### src/rtl/ifbp_pkg.sv
`timescale 1ns / 1ps
// ----------------------------------------------------------------------------
// ifbp_pkg
// shared types and constants of the intrusion flag block parser
// ----------------------------------------------------------------------------
package ifbp_pkg;

  localparam int unsigned PATH_COUNT = 24;
  localparam int unsigned PATH_W     = 5;
  localparam int unsigned SIZE_W     = 32;
  localparam int unsigned BEAM_W     = 16;
  localparam int unsigned BYTE_W     = 8;
  localparam int unsigned FCNT_W     = 4;

  localparam logic [FCNT_W-1:0] FLAGS_PER_BYTE = FCNT_W'(BYTE_W);

  localparam logic KIND_SIZE  = 1'b0;
  localparam logic KIND_FLAGS = 1'b1;

  typedef enum logic [1:0] {
    PH_SIZE    = 2'd0,
    PH_PAYLOAD = 2'd1,
    PH_DONE    = 2'd2
  } phase_t;

  typedef struct packed {
    logic              record_kind;
    logic [PATH_W-1:0] path_index;
    logic [SIZE_W-1:0] path_size;
    logic [BEAM_W-1:0] first_beam;
    logic [BYTE_W-1:0] flag_bits;
    logic [FCNT_W-1:0] flag_count;
    logic              path_last;
  } result_t;

endpackage

### src/rtl/intrusion_flag_block_parser.sv
`timescale 1ns / 1ps
// ----------------------------------------------------------------------------
// intrusion_flag_block_parser
// parses cut-off path sizes and per-byte intrusion flags from a byte stream
// ----------------------------------------------------------------------------
//  channel  | ports                                   | role
//  ---------+-----------------------------------------+--------------------------
//  in       | in_valid, in_stall, in_data_byte,       | one block byte per transfer
//           | in_block_start                          |
//  out      | out_valid, out_stall, out_record_kind,  | size or flag record
//           | out_path_index .. out_path_last         |
//  cfg      | cfg_wr_en, cfg_wr_data                  | beam_count register
//
//  one byte per cycle while in_stall is low; each record is registered in out_r
//  the parse state updates in the same cycle that the byte is taken
//  a two-entry output (result register plus skid) keeps in flowing while out
//  is stalled; in_stall rises only when both entries hold records
//  rst_n is synchronous: the parser restarts in the size phase of path zero
// ----------------------------------------------------------------------------
module intrusion_flag_block_parser (
  input  logic        clk,
  input  logic        rst_n,
  input  logic        cfg_wr_en,
  input  logic [15:0] cfg_wr_data,
  input  logic        in_valid,
  output logic        in_stall,
  input  logic [7:0]  in_data_byte,
  input  logic        in_block_start,
  output logic        out_valid,
  input  logic        out_stall,
  output logic        out_record_kind,
  output logic [4:0]  out_path_index,
  output logic [31:0] out_path_size,
  output logic [15:0] out_first_beam,
  output logic [7:0]  out_flag_bits,
  output logic [3:0]  out_flag_count,
  output logic        out_path_last
);

  ifbp_pkg::phase_t  phase_r, phase_nxt;
  logic [4:0]        path_r, path_nxt;
  logic [1:0]        size_idx_r, size_idx_nxt;
  logic [31:0]       size_acc_r, size_acc_nxt;
  logic [31:0]       remain_r, remain_nxt;
  logic [15:0]       flags_r, flags_nxt;
  logic [15:0]       beam_count_r;

  ifbp_pkg::result_t out_r, out_nxt;
  ifbp_pkg::result_t skid_r, skid_nxt;
  logic              out_valid_r, out_valid_nxt;
  logic              skid_valid_r, skid_valid_nxt;

  ifbp_pkg::result_t res;
  logic              res_valid;
  logic              in_fire;
  logic              out_free;

  // state as seen by this byte, after a possible block restart
  ifbp_pkg::phase_t  ph_cur;
  logic [4:0]        path_cur;
  logic [1:0]        idx_cur;
  logic [31:0]       acc_cur;
  logic [31:0]       remain_cur;
  logic [15:0]       flags_cur;

  logic [31:0]       acc_new;
  logic [31:0]       remain_dec;
  logic [16:0]       flags_left;
  logic [3:0]        take_n;
  logic [8:0]        bit_mask;
  logic [16:0]       flags_sum;
  logic [5:0]        path_inc;

  assign in_stall = skid_valid_r;
  assign in_fire  = in_valid && !skid_valid_r;
  assign out_free = !out_valid_r || !out_stall;

  always_comb begin
    ph_cur     = phase_r;
    path_cur   = path_r;
    idx_cur    = size_idx_r;
    acc_cur    = size_acc_r;
    remain_cur = remain_r;
    flags_cur  = flags_r;
    if (in_block_start) begin
      ph_cur     = ifbp_pkg::PH_SIZE;
      path_cur   = '0;
      idx_cur    = '0;
      acc_cur    = '0;
      remain_cur = '0;
      flags_cur  = '0;
    end

    case (idx_cur)
      2'd0:    acc_new = acc_cur | {24'd0, in_data_byte};
      2'd1:    acc_new = acc_cur | {16'd0, in_data_byte, 8'd0};
      2'd2:    acc_new = acc_cur | {8'd0, in_data_byte, 16'd0};
      2'd3:    acc_new = acc_cur | {in_data_byte, 24'd0};
      default: acc_new = acc_cur;
    endcase

    remain_dec = remain_cur - 32'd1;
    flags_left = {1'b0, beam_count_r} - {1'b0, flags_cur};
    take_n     = (flags_left > 17'(ifbp_pkg::FLAGS_PER_BYTE))
                 ? ifbp_pkg::FLAGS_PER_BYTE : flags_left[3:0];
    bit_mask   = (9'd1 << take_n) - 9'd1;
    flags_sum  = {1'b0, flags_cur} + {13'd0, take_n};
    path_inc   = {1'b0, path_cur} + 6'd1;

    phase_nxt    = ph_cur;
    path_nxt     = path_cur;
    size_idx_nxt = idx_cur;
    size_acc_nxt = acc_cur;
    remain_nxt   = remain_cur;
    flags_nxt    = flags_cur;

    res             = '0;
    res.path_index  = path_cur;
    res_valid       = 1'b0;

    case (ph_cur)
      ifbp_pkg::PH_SIZE: begin
        size_acc_nxt = acc_new;
        size_idx_nxt = idx_cur + 2'd1;
        if (idx_cur == 2'd3) begin
          res_valid       = 1'b1;
          res.record_kind = ifbp_pkg::KIND_SIZE;
          res.path_size   = acc_new;
          res.path_last   = (acc_new == '0) || (beam_count_r == '0);
          remain_nxt      = acc_new;
          flags_nxt       = '0;
          phase_nxt       = ifbp_pkg::PH_PAYLOAD;
        end
      end
      ifbp_pkg::PH_PAYLOAD: begin
        remain_nxt = remain_dec;
        if (flags_cur < beam_count_r) begin
          res_valid       = 1'b1;
          res.record_kind = ifbp_pkg::KIND_FLAGS;
          res.first_beam  = flags_cur;
          res.flag_bits   = in_data_byte & bit_mask[7:0];
          res.flag_count  = take_n;
          res.path_last   = (flags_sum[15:0] >= beam_count_r) || (remain_dec == '0);
          flags_nxt       = flags_sum[15:0];
        end
      end
      default: ;
    endcase

    // path ends: empty size or last payload byte
    if ((ph_cur == ifbp_pkg::PH_SIZE && idx_cur == 2'd3 && acc_new == '0) ||
        (ph_cur == ifbp_pkg::PH_PAYLOAD && remain_dec == '0)) begin
      path_nxt = path_inc[4:0];
      if (path_inc >= 6'(ifbp_pkg::PATH_COUNT)) begin
        phase_nxt = ifbp_pkg::PH_DONE;
      end else begin
        phase_nxt    = ifbp_pkg::PH_SIZE;
        size_idx_nxt = '0;
        size_acc_nxt = '0;
      end
    end
  end

  // result register with skid entry
  always_comb begin
    out_nxt        = out_r;
    skid_nxt       = skid_r;
    out_valid_nxt  = out_valid_r;
    skid_valid_nxt = skid_valid_r;
    if (out_free) begin
      if (skid_valid_r) begin
        out_nxt        = skid_r;
        out_valid_nxt  = 1'b1;
        skid_valid_nxt = 1'b0;
      end else begin
        out_nxt       = res;
        out_valid_nxt = in_fire && res_valid;
      end
    end else if (in_fire && res_valid) begin
      skid_nxt       = res;
      skid_valid_nxt = 1'b1;
    end
  end

  always_ff @(posedge clk) begin
    if (!rst_n) begin
      phase_r      <= ifbp_pkg::PH_SIZE;
      path_r       <= '0;
      size_idx_r   <= '0;
      size_acc_r   <= '0;
      remain_r     <= '0;
      flags_r      <= '0;
      beam_count_r <= '0;
      out_valid_r  <= 1'b0;
      skid_valid_r <= 1'b0;
    end else begin
      if (in_fire) begin
        phase_r    <= phase_nxt;
        path_r     <= path_nxt;
        size_idx_r <= size_idx_nxt;
        size_acc_r <= size_acc_nxt;
        remain_r   <= remain_nxt;
        flags_r    <= flags_nxt;
      end
      if (cfg_wr_en) begin
        beam_count_r <= cfg_wr_data;
      end
      out_valid_r  <= out_valid_nxt;
      skid_valid_r <= skid_valid_nxt;
    end
  end

  always_ff @(posedge clk) begin
    out_r  <= out_nxt;
    skid_r <= skid_nxt;
  end

  assign out_valid       = out_valid_r;
  assign out_record_kind = out_r.record_kind;
  assign out_path_index  = out_r.path_index;
  assign out_path_size   = out_r.path_size;
  assign out_first_beam  = out_r.first_beam;
  assign out_flag_bits   = out_r.flag_bits;
  assign out_flag_count  = out_r.flag_count;
  assign out_path_last   = out_r.path_last;

endmodule

### config.mk
export PLATFORM = sky130hd
export DESIGN_NAME = intrusion_flag_block_parser
export DESIGN_NICKNAME = d
export VERILOG_FILES = /design/src/rtl/ifbp_pkg.sv /design/src/rtl/intrusion_flag_block_parser.sv
export SDC_FILE = /design/constraint.sdc
export NUM_CORES = 1
export LEC_CHECK = 0
export BUFFER_PORTS_ARGS = -buffer_cell sky130_fd_sc_hd__buf_2
export CELL_PAD_IN_SITES_DETAIL_PLACEMENT = 1
export CELL_PAD_IN_SITES_GLOBAL_PLACEMENT = 1
export CORE_MARGIN = 4
export CORE_UTILIZATION = 43
export CTS_CLUSTER_DIAMETER = 100
export DETAILED_ROUTE_END_ITERATION = 12
export PLACE_DENSITY = 0.86
export SLEW_MARGIN = 20
export SYNTH_ARGS = -nofsm -noshare
export SYNTH_HDL_FRONTEND = slang
export SYNTH_SLANG_ARGS = --single-unit
### constraint.sdc
create_clock -name clk -period 8.7 [get_ports clk]
set_input_delay 0.87 -clock clk [delete_from_list [all_inputs] [get_ports clk]]
set_output_delay 0.87 -clock clk [all_outputs]
set_load 0.03 [all_outputs]
Yosys cells after proc, flatten, opt, wreduce, memory -nomap -nowiden
Index checks and enable logic that the tools add are counted.
{"block": "totals", "register_bits": 241, "input_bits": 30, "out_inout_bits": 69, "wordCells": 100}
{"block": "op_classes", "add_sub_neg": 6, "order_cmp": 4, "eq_ne": 4, "shift": 1, "n_mux": 36, "n_bitwise": 7, "reduce_logical": 19}
{"cell": "32-bit two-way mux", "n": 8}
{"cell": "32-bit one-hot mux with 4 select lines", "n": 1}
{"cell": "67-bit two-way mux", "n": 1}
{"cell": "32-bit zero test", "n": 2}
{"cell": "32-bit one-hot mux with 2 select lines", "n": 1}
{"cell": "16-bit two-way mux", "n": 3}
{"cell": "32-bit by 16-bit OR with 32-bit output", "n": 1}
{"cell": "32-bit by 24-bit OR with 32-bit output", "n": 1}
{"cell": "32-bit OR", "n": 1}
{"cell": "32-bit by 8-bit OR with 32-bit output", "n": 1}
{"cell": "16-bit one-hot mux with 2 select lines", "n": 1}
{"cell": "32-bit by 1-bit subtractor with 32-bit output, second input constant", "n": 1}
{"cell": "29-bit two-way mux", "n": 1}
{"cell": "28-bit two-way mux", "n": 1}
{"cell": "2-bit two-way mux", "n": 9}
{"cell": "17-bit by 4-bit greater-than comparator with 1-bit output, second input constant", "n": 1}
{"cell": "16-bit by 16-bit subtractor with 17-bit output", "n": 1}
{"cell": "16-bit by 4-bit adder with 16-bit output", "n": 1}
{"cell": "16-bit >= comparator", "n": 1}
{"cell": "16-bit zero test", "n": 1}
{"cell": "16-bit less-than comparator", "n": 1}
{"cell": "5-bit two-way mux", "n": 2}
{"cell": "8-bit bitwise AND", "n": 1}
{"cell": "1-bit by 4-bit << shifter with 8-bit output, first input constant", "n": 1}
{"cell": "other kinds (16)", "n": 34}

Depth between registers and ports, before layout
Gate-level depths: netlist (run 1).
{"block": "logic_depth", "ltp_word": 10, "depth_mapped": 32, "mapped_depth_nobuf": 29}

Worst setup path before layout (run 1)
OpenSTA, ideal clock, no wires.
{"block": "synth_timing", "path_kind": "input to register", "startpoint": "input in_block_start", "endpoint": "register skid_r[0] (netlist name), enable pin", "setup_ns": 0.574, "arrival_time_ns": 8.912, "required_ns": 8.126, "setup_slack_ns": -0.787, "path_stages": 16, "n_path_buf": 4, "path_cell_list": "clkinv_1 > clkbuf_1 > clkbuf_1 > clkbuf_1 > buf_1 > nand2_1 > ha_1 > and3_1 > nand2_1 > a211oi_1 > o31ai_1 > a21oi_1 > nand2_1 > clkinv_1 > nor2_1 > nor3_1"}
{"block": "synth_via", "elab_chain_len": 6, "word_cells_on_any_way": 12, "cone_classes": "order compare (1); eq/ne (2); mux (6); reduce/logical (3)"}
{"item": "start, declared", "line_no": "intrusion_flag_block_parser.sv:28", "rtl": "input logic in_block_start,"}
{"item": "16-bit two-way mux or 2-bit two-way mux (tied branches)", "line_no": "intrusion_flag_block_parser.sv:85", "rtl": "if (in_block_start) begin"}
{"item": "16-bit less-than comparator or 2-bit equality test (tied branches)", "line_no": "intrusion_flag_block_parser.sv:137, intrusion_flag_block_parser.sv:125"}
{"item": "1-bit two-way mux, on equally long branches", "line_no": "intrusion_flag_block_parser.sv:137, intrusion_flag_block_parser.sv:125"}
{"item": "1-bit one-hot mux with 2 select lines *", "line_no": "intrusion_flag_block_parser.sv:121", "rtl": "case (ph_cur)"}
{"item": "1-bit logical AND *", "line_no": "intrusion_flag_block_parser.sv:179", "rtl": "end else if (in_fire && res_valid) begin"}
{"item": "2-bit AND reduction (no source line) *"}
{"item": "end signal, assigned", "line_no": "intrusion_flag_block_parser.sv:215", "rtl": "skid_r <= skid_nxt;"}
{"item": "end, declared", "line_no": "intrusion_flag_block_parser.sv:49", "rtl": "ifbp_pkg::result_t skid_r, skid_nxt;"}
Every way passes the cells marked *; elsewhere a longest branch is shown, timed or not.
A chain may end at the register's enable or synchronous reset.

==> results of run 1 <==
## cells in the final DEF (no fill, tap or decap), types with 15 or more instances in the layout
cell type,n
nand2_1,163
edfxtp_1,134
nor2_1,109
o21ai_0,108
dfxtp_1,106
buf_2,98
nor2b_1,65
a21oi_1,63
inv_1,60
ha_1,44
o31ai_1,37
nor3_1,28
a22oi_1,28
xnor2_1,27
a22o_1,27
clkbuf_16,27
nor4_1,25
mux2i_1,24
buf_4,22
nand3_1,21
a21o_1,18
nand4_1,16
and3_1,15
## critical path: cells and delay by family
| kind | cells | cell delay [ns] |
|---|---|---|
| AND/OR/NAND/NOR | 12 | 3.63 |
| buffers and inverters | 3 | 0.61 |
| multiplexers | 2 | 0.45 |
| XOR/XNOR | 1 | 0.15 |
| AO/OA/AOI/OAI | 7 | 1.15 |
| adder cells (fa/ha/maj) | 3 | 1.11 |
## routing by layer
| metal | up-vias | GRT usage (%) | routed length [um] | part of all wire (%) |
|---|---|---|---|---|
| met5 | - | 0 | 13 | 0.030 |
| met4 | 2 | 6.049 | 1000 | 2.3 |
| met3 | 87 | 3.146 | 3130 | 7.2 |
| met2 | 449 | 39.30 | 19350 | 44 |
| met1 | 5773 | 36.94 | 20060 | 46 |
| li1 | 5293 | - | - | - |
## through the flow
step                hold WS [ns]  worst slack (ns)
floorplan                 0.4249           0.01128
global placement          0.4349            0.8289
detailed placement        0.4481            0.7207
CTS                       0.4621             1.148
global route              0.4930            0.6115
finish                    0.4637             1.029
## sequential cells by signal, summed over array words and instances, names as in the netlist
register         cells
out_valid            1
out_flag_bits        8
size_idx_r           2
flags_r             16
in_stall             1
out_path_size       32
out_first_beam      16
path_r               5
size_acc_r          32
out_path_index       5
out_record_kind      1
beam_count_r        16
phase_r              2
out_path_last        1
remain_r            32
out_flag_count       4
skid_r              67
## area by class of cell
| class | count | area share [%] |
|---|---|---|
| multi-input combinational | 1026 | 43.92 |
| clock buffer | 40 | 4.909 |
| sequential | 241 | 41.24 |
| inverter | 62 | 1.556 |
| timing repair buffer | 120 | 4.382 |
| clock inverter | 10 | 0.6858 |
| tap | 396 | 3.312 |
## report_power, final
part | total (mW) | switching, mW | internal (mW) | leakage [nW]
sequential | 1.21 | 0.0133 | 1.20 | 2.41
clock | 1.10 | 0.461 | 0.641 | 0.403
combinational | 0.233 | 0.148 | 0.0846 | 3.40
total | 2.55 | 0.623 | 1.93 | 6.21
## logic make-up (layout without fill, tap and decap cells)
group | Yosys count | count (layout) | synth area share (%)
XOR/XNOR | 41 | 41 | 2.706
buffers and inverters | 150 | 232 | 4.431
AND/OR/NAND/NOR | 519 | 519 | 19.57
AO/OA/AOI/OAI | 382 | 382 | 19.38
multiplexers | 38 | 38 | 2.998
adder cells (fa/ha/maj) | 46 | 46 | 4.450
flip-flops | 241 | 241 | 46.46
## final timing paths
check | from | to | slack (ns)
worst min register to register | size_acc_r[17] | size_acc_r[17] | 0.46
worst max-delay path | in_block_start | out_path_last | 1.03
worst max register to register | beam_count_r[0] | out_path_last | 1.33
worst min-delay path | size_acc_r[17] | size_acc_r[17] | 0.46
==> impl_metrics.toml, run 1 <==
[status]
status = "complete, no violations"

[floorplanning]
rows = 64
die-height_um = 183.7
die_w_um = 183.7
design.core.area_sq_mm = 0.03051
initial_core_util_pct = 43.50
die_area_sq_mm = 0.03374
ioPinCount = 99

[final_layout]
diodes = 0
finalNonFillerCells = 1895
multi_input_area_sq_mm = 0.006570
final_area_sq_mm = 0.01496
final_nets = 1554
final_util_pct = 49.04
nFillCells = 3512
drive_gt1_share_pct = 13.48
syn_to_final_growth_pct = 12.73
seq_area_sq_mm = 0.006170

[placement]
placed_area_sq_mm = 0.01412
place.gp.congestion = 0.9483
place.port_buffers = 98
dp.cells = 1845
dp.final_hpwl_um = 30810

[timing]
tns_ns = 0
final-setup-viol-count = 0
max_freq_mhz = 130.4
relSlewSlack_pct = 28.76
drv_slew = 0
rsz0062_at_grt = "no"
period_share_pct = 88.18
tightestPinTransition_ns = 1.065
fin_crit_ns = 7.671
finalHoldViolCount = 0
finalClockSkew_ns = 0.01321

[worst_setup_path]
start_kind = "primary input"
cp_slowest_cell = "or4b_2"
max_stage_delay_ns = 0.62
crit_path_max_fanout = 24
crit_path_end_kind = "register"
crit_required_ns = 8.98
arrival_ns = 7.96
crit_type = "primary input to register"
reg2regPathDepth = 26

[clock_network]
cts-root-buf = "clkbuf_16"
clockBufferDepth = 3
cts.sinks = 241
cts_hold_buf = 0
clkTransAtPathRegs_ns = 0.06
cts_made_buffers = 27
clk-insertion-delay-late_ns = 0.54
post_cts_buffers = 0
cts_tree = "built"
cts_resized = 0
h-tree-depth = 1

[grt]
grtUsageTotal_pct = 25.02
grt_pass1_wl_um = 67630
grt_overflow = 0
grt_max_degree = 111
grt_pass1_vias = 11627
antenna_found_initial = 2

[worst_hold_path]
whs_path_depth = 2
holdCritPathClass = "register to register"

[synthesis]
synth_commonest_cells = "nand2_1, edfxtp_1, nor2_1, o21ai_0, dfxtp_1"
ys_seq_elements = 241
syn_area_per_cell_sq_um = 9.366
async_reset_ff_share_pct = 0
synthCells = 1417
synth_cell_types = 76
syn-cell-area_sq_mm = 0.01327
synth_top_area_share_pct = 30.32
ys_seq_area_share_pct = 46.46
yosysTopAreaCell = "edfxtp_1"
syn-num-nets = 1493
ys_top_cells_by_area = "edfxtp_1, dfxtp_1, nand2_1"
yosys_warnings = 0
synth-edff-count = 134
synth-main-ff-cell = "edfxtp_1"
yosysMostFrequentCell = "nand2_1"

[power_and_ir_drop]
ir_drop_mv = 0.1567
power_density_mw_per_mm2 = 170.3
total_power_mw = 2.548
p_leak_nw = 6.213

[detailed_routing]
ant_nets = 0
drc = 0
vias = 11604
dr.pass1.iters = 5
totalWireLength_um = 43560
wl_per_cell_um = 22.98
drt_iter0_drc = 1060
avgViaCountPerCell = 6.123

[flow_run]
maxCapViolations = 0
(Power assumes the default switching activity.)
==> run 2, diff against run 1 <==
--- a/config.mk
+++ b/config.mk
@@ -8,11 +8,12 @@
 export BUFFER_PORTS_ARGS = -buffer_cell sky130_fd_sc_hd__buf_2
 export CELL_PAD_IN_SITES_DETAIL_PLACEMENT = 1
 export CELL_PAD_IN_SITES_GLOBAL_PLACEMENT = 1
+export CORE_ASPECT_RATIO = 0.6
 export CORE_MARGIN = 4
-export CORE_UTILIZATION = 43
+export CORE_UTILIZATION = 51
 export CTS_CLUSTER_DIAMETER = 100
 export DETAILED_ROUTE_END_ITERATION = 12
-export PLACE_DENSITY = 0.86
+export PLACE_DENSITY = 0.95
 export SLEW_MARGIN = 20
 export SYNTH_ARGS = -nofsm -noshare
 export SYNTH_HDL_FRONTEND = slang
==> constraint.sdc (replaced) <==
create_clock -name clk -period 9.4 [get_ports clk]
set_input_delay 0.94 -clock clk [delete_from_list [all_inputs] [get_ports clk]]
set_output_delay 0.94 -clock clk [all_outputs]
set_load 0.03 [all_outputs]
==> impl_metrics.toml, run 2 (same netlist as run 1, synthesis figures left out) <==
[status]
status = "complete, no violations"

[placement]
placed_area_sq_mm = 0.01401
place.port_buffers = 98
dp.final_hpwl_um = 34600
place.gp.congestion = 0.9738

[timing]
max_freq_mhz = 117.9
final-setup-viol-count = 0
rsz0062_at_grt = "no"
holdWs_ns = 0.4828
finalHoldViolCount = 0
drv_slew = 0
relSlewSlack_pct = 23.79
period_share_pct = 90.25
tns_ns = 0
tightestPinTransition_ns = 1.143
finalClockSkew_ns = 0.01870
fin_crit_ns = 8.483

[grt]
antenna_found_initial = 3
use_met3_pct = 12.76
met1_usage_pct = 46.79
grt_pass1_vias = 12411
grt_overflow = 0
grt_max_degree = 97
grt_pass1_wl_um = 75580
grtUsageTotal_pct = 33.66
grt_util_met2_pct = 49.53
busiest_layer = "met2"

[clock_network]
clk-insertion-delay-late_ns = 0.57
clkTransAtPathRegs_ns = 0.07
cts-root-buf = "clkbuf_16"
cts.sinks = 241
clockBufferDepth = 3
post_cts_buffers = 0
h-tree-depth = 1
cts_tree = "built"
cts_made_buffers = 25
cts_hold_buf = 0
cts_resized = 0

[final_layout]
nFillCells = 2906
mostFrequentLayoutCell = "nand2_1"
final_util_pct = 58.24
syn_to_final_growth_pct = 11.68
top_register = "skid_r"
drive_gt1_share_pct = 13.29
layout_common_cells = "nand2_1, edfxtp_1, nor2_1, o21ai_0, dfxtp_1"
final_area_sq_mm = 0.01482
final_nets = 1547
largest_register_ffs = 67

[worst_setup_path]
critPathCapture = "out_path_last"
rrSetupSlack_ns = 1.49
crit_path_max_fanout = 18
rr_startpoint = "beam_count_r[0]"
arrival_ns = 8.91
crit_path_end_kind = "register"
start_kind = "primary input"
reg2regPathDepth = 25
startpoint = "in_block_start"
crit_required_ns = 9.83
crit_type = "primary input to register"
timing.rr.end = "out_path_last"

[detailed_routing]
wl_per_cell_um = 27.04
vias = 12343
totalWireLength_um = 49830
drt_iter0_drc = 1936
drc = 0
dr.pass1.iters = 6
avgViaCountPerCell = 6.697
ant_nets = 0

[power_and_ir_drop]
intPower_mw = 1.722
ir_drop_mv = 0.1179
comb_power_share_pct = 9.7
p_seq_share_pct = 48.2
p_leak_nw = 6.173
power_frac_clock_pct = 42.1
total_power_mw = 2.334
power_density_mw_per_mm2 = 157.4
switchingPower_mw = 0.6117
p_sw_share_pct = 26.21

[flow_run]
maxCapViolations = 0

[floorplanning]
design.core.area_sq_mm = 0.02545
ioPinCount = 99
die_area_sq_mm = 0.02875
die-height_um = 133.0
initial_core_util_pct = 52.15
rows = 45
die_w_um = 216.3

[worst_hold_path]
min-delay-start = "size_acc_r[26]"
holdCritPathClass = "register to register"
## run 2: critical path, stage by stage
cell	delay [ns]
buf_2	0.36
clkinv_1	0.22
nand2_1	0.22
inv_1	0.12
ha_1	0.24
fa_1	0.46
nand2b_1	0.20
a211oi_1	0.71
o211a_1	0.26
a211oi_1	0.09
mux2i_1	0.18
nor3_1	0.41
nand3_1	0.35
or2_2	0.45
ha_1	0.41
a21oi_1	0.18
nor3b_1	0.35
nor2b_1	0.27
nor2b_1	0.41
nand3_1	0.17
xor2_1	0.19
nor2_1	0.06
ha_1	0.32
nand4_1	0.16
nor4_1	0.52
nor3_1	0.14
o221ai_1	0.29
mux2_2	0.22
## run 2: layout make-up
type / instances / area, sq um / share of cell area [%]
multi-input combinational: 1026 / 6555 / 44.23
sequential: 241 / 6170 / 41.63
clock buffer: 34 / 669.4 / 4.516
timing repair buffer: 115 / 638.1 / 4.305
tap: 352 / 440.4 / 2.971
inverter: 62 / 232.7 / 1.570
clock inverter: 12 / 113.9 / 0.7682
antenna: 1 / 2.502 / 0.01688
## run 2: worst min path at each step
| stage | to | cells after the start | slack [ns] |
|---|---|---|---|
| floorplan | size_idx_r[0] | 2 | 0.42 |
| global placement | size_acc_r[8] | 2 | 0.43 |
| detailed placement | size_acc_r[26] | 2 | 0.47 |
| CTS | size_acc_r[17] | 2 | 0.48 |
| global route | size_acc_r[27] | 1 | 0.51 |
| finish | size_acc_r[26] | 2 | 0.48 |
## run 2: per-stage QoR
stage,cells,setup WS [ns]
2_1_floorplan,1417,0.07031
3_3_place_gp,1795,1.201
3_5_place_dp,1795,0.7520
4_1_cts,1841,1.301
5_1_grt,1842,0.5470
6_report,1843,0.9167
## run 2: metal layers
layer,wire length [um],up-vias
li1,-,5280
met1,20500,6024
met2,20620,854
met3,7034,183
met4,1666,2
met5,12,-
## run 2: power by group through the flow
stage                     sequential (mW)  clock (mW)  combinational [mW]
after global routing                 1.12        1.03               0.239
after detailed placement             1.15           0               0.211
after CTS                            1.12       0.984               0.216
after global placement               1.15           0               0.201
after floorplan                      1.14           0               0.147
final                                1.12       0.983               0.226
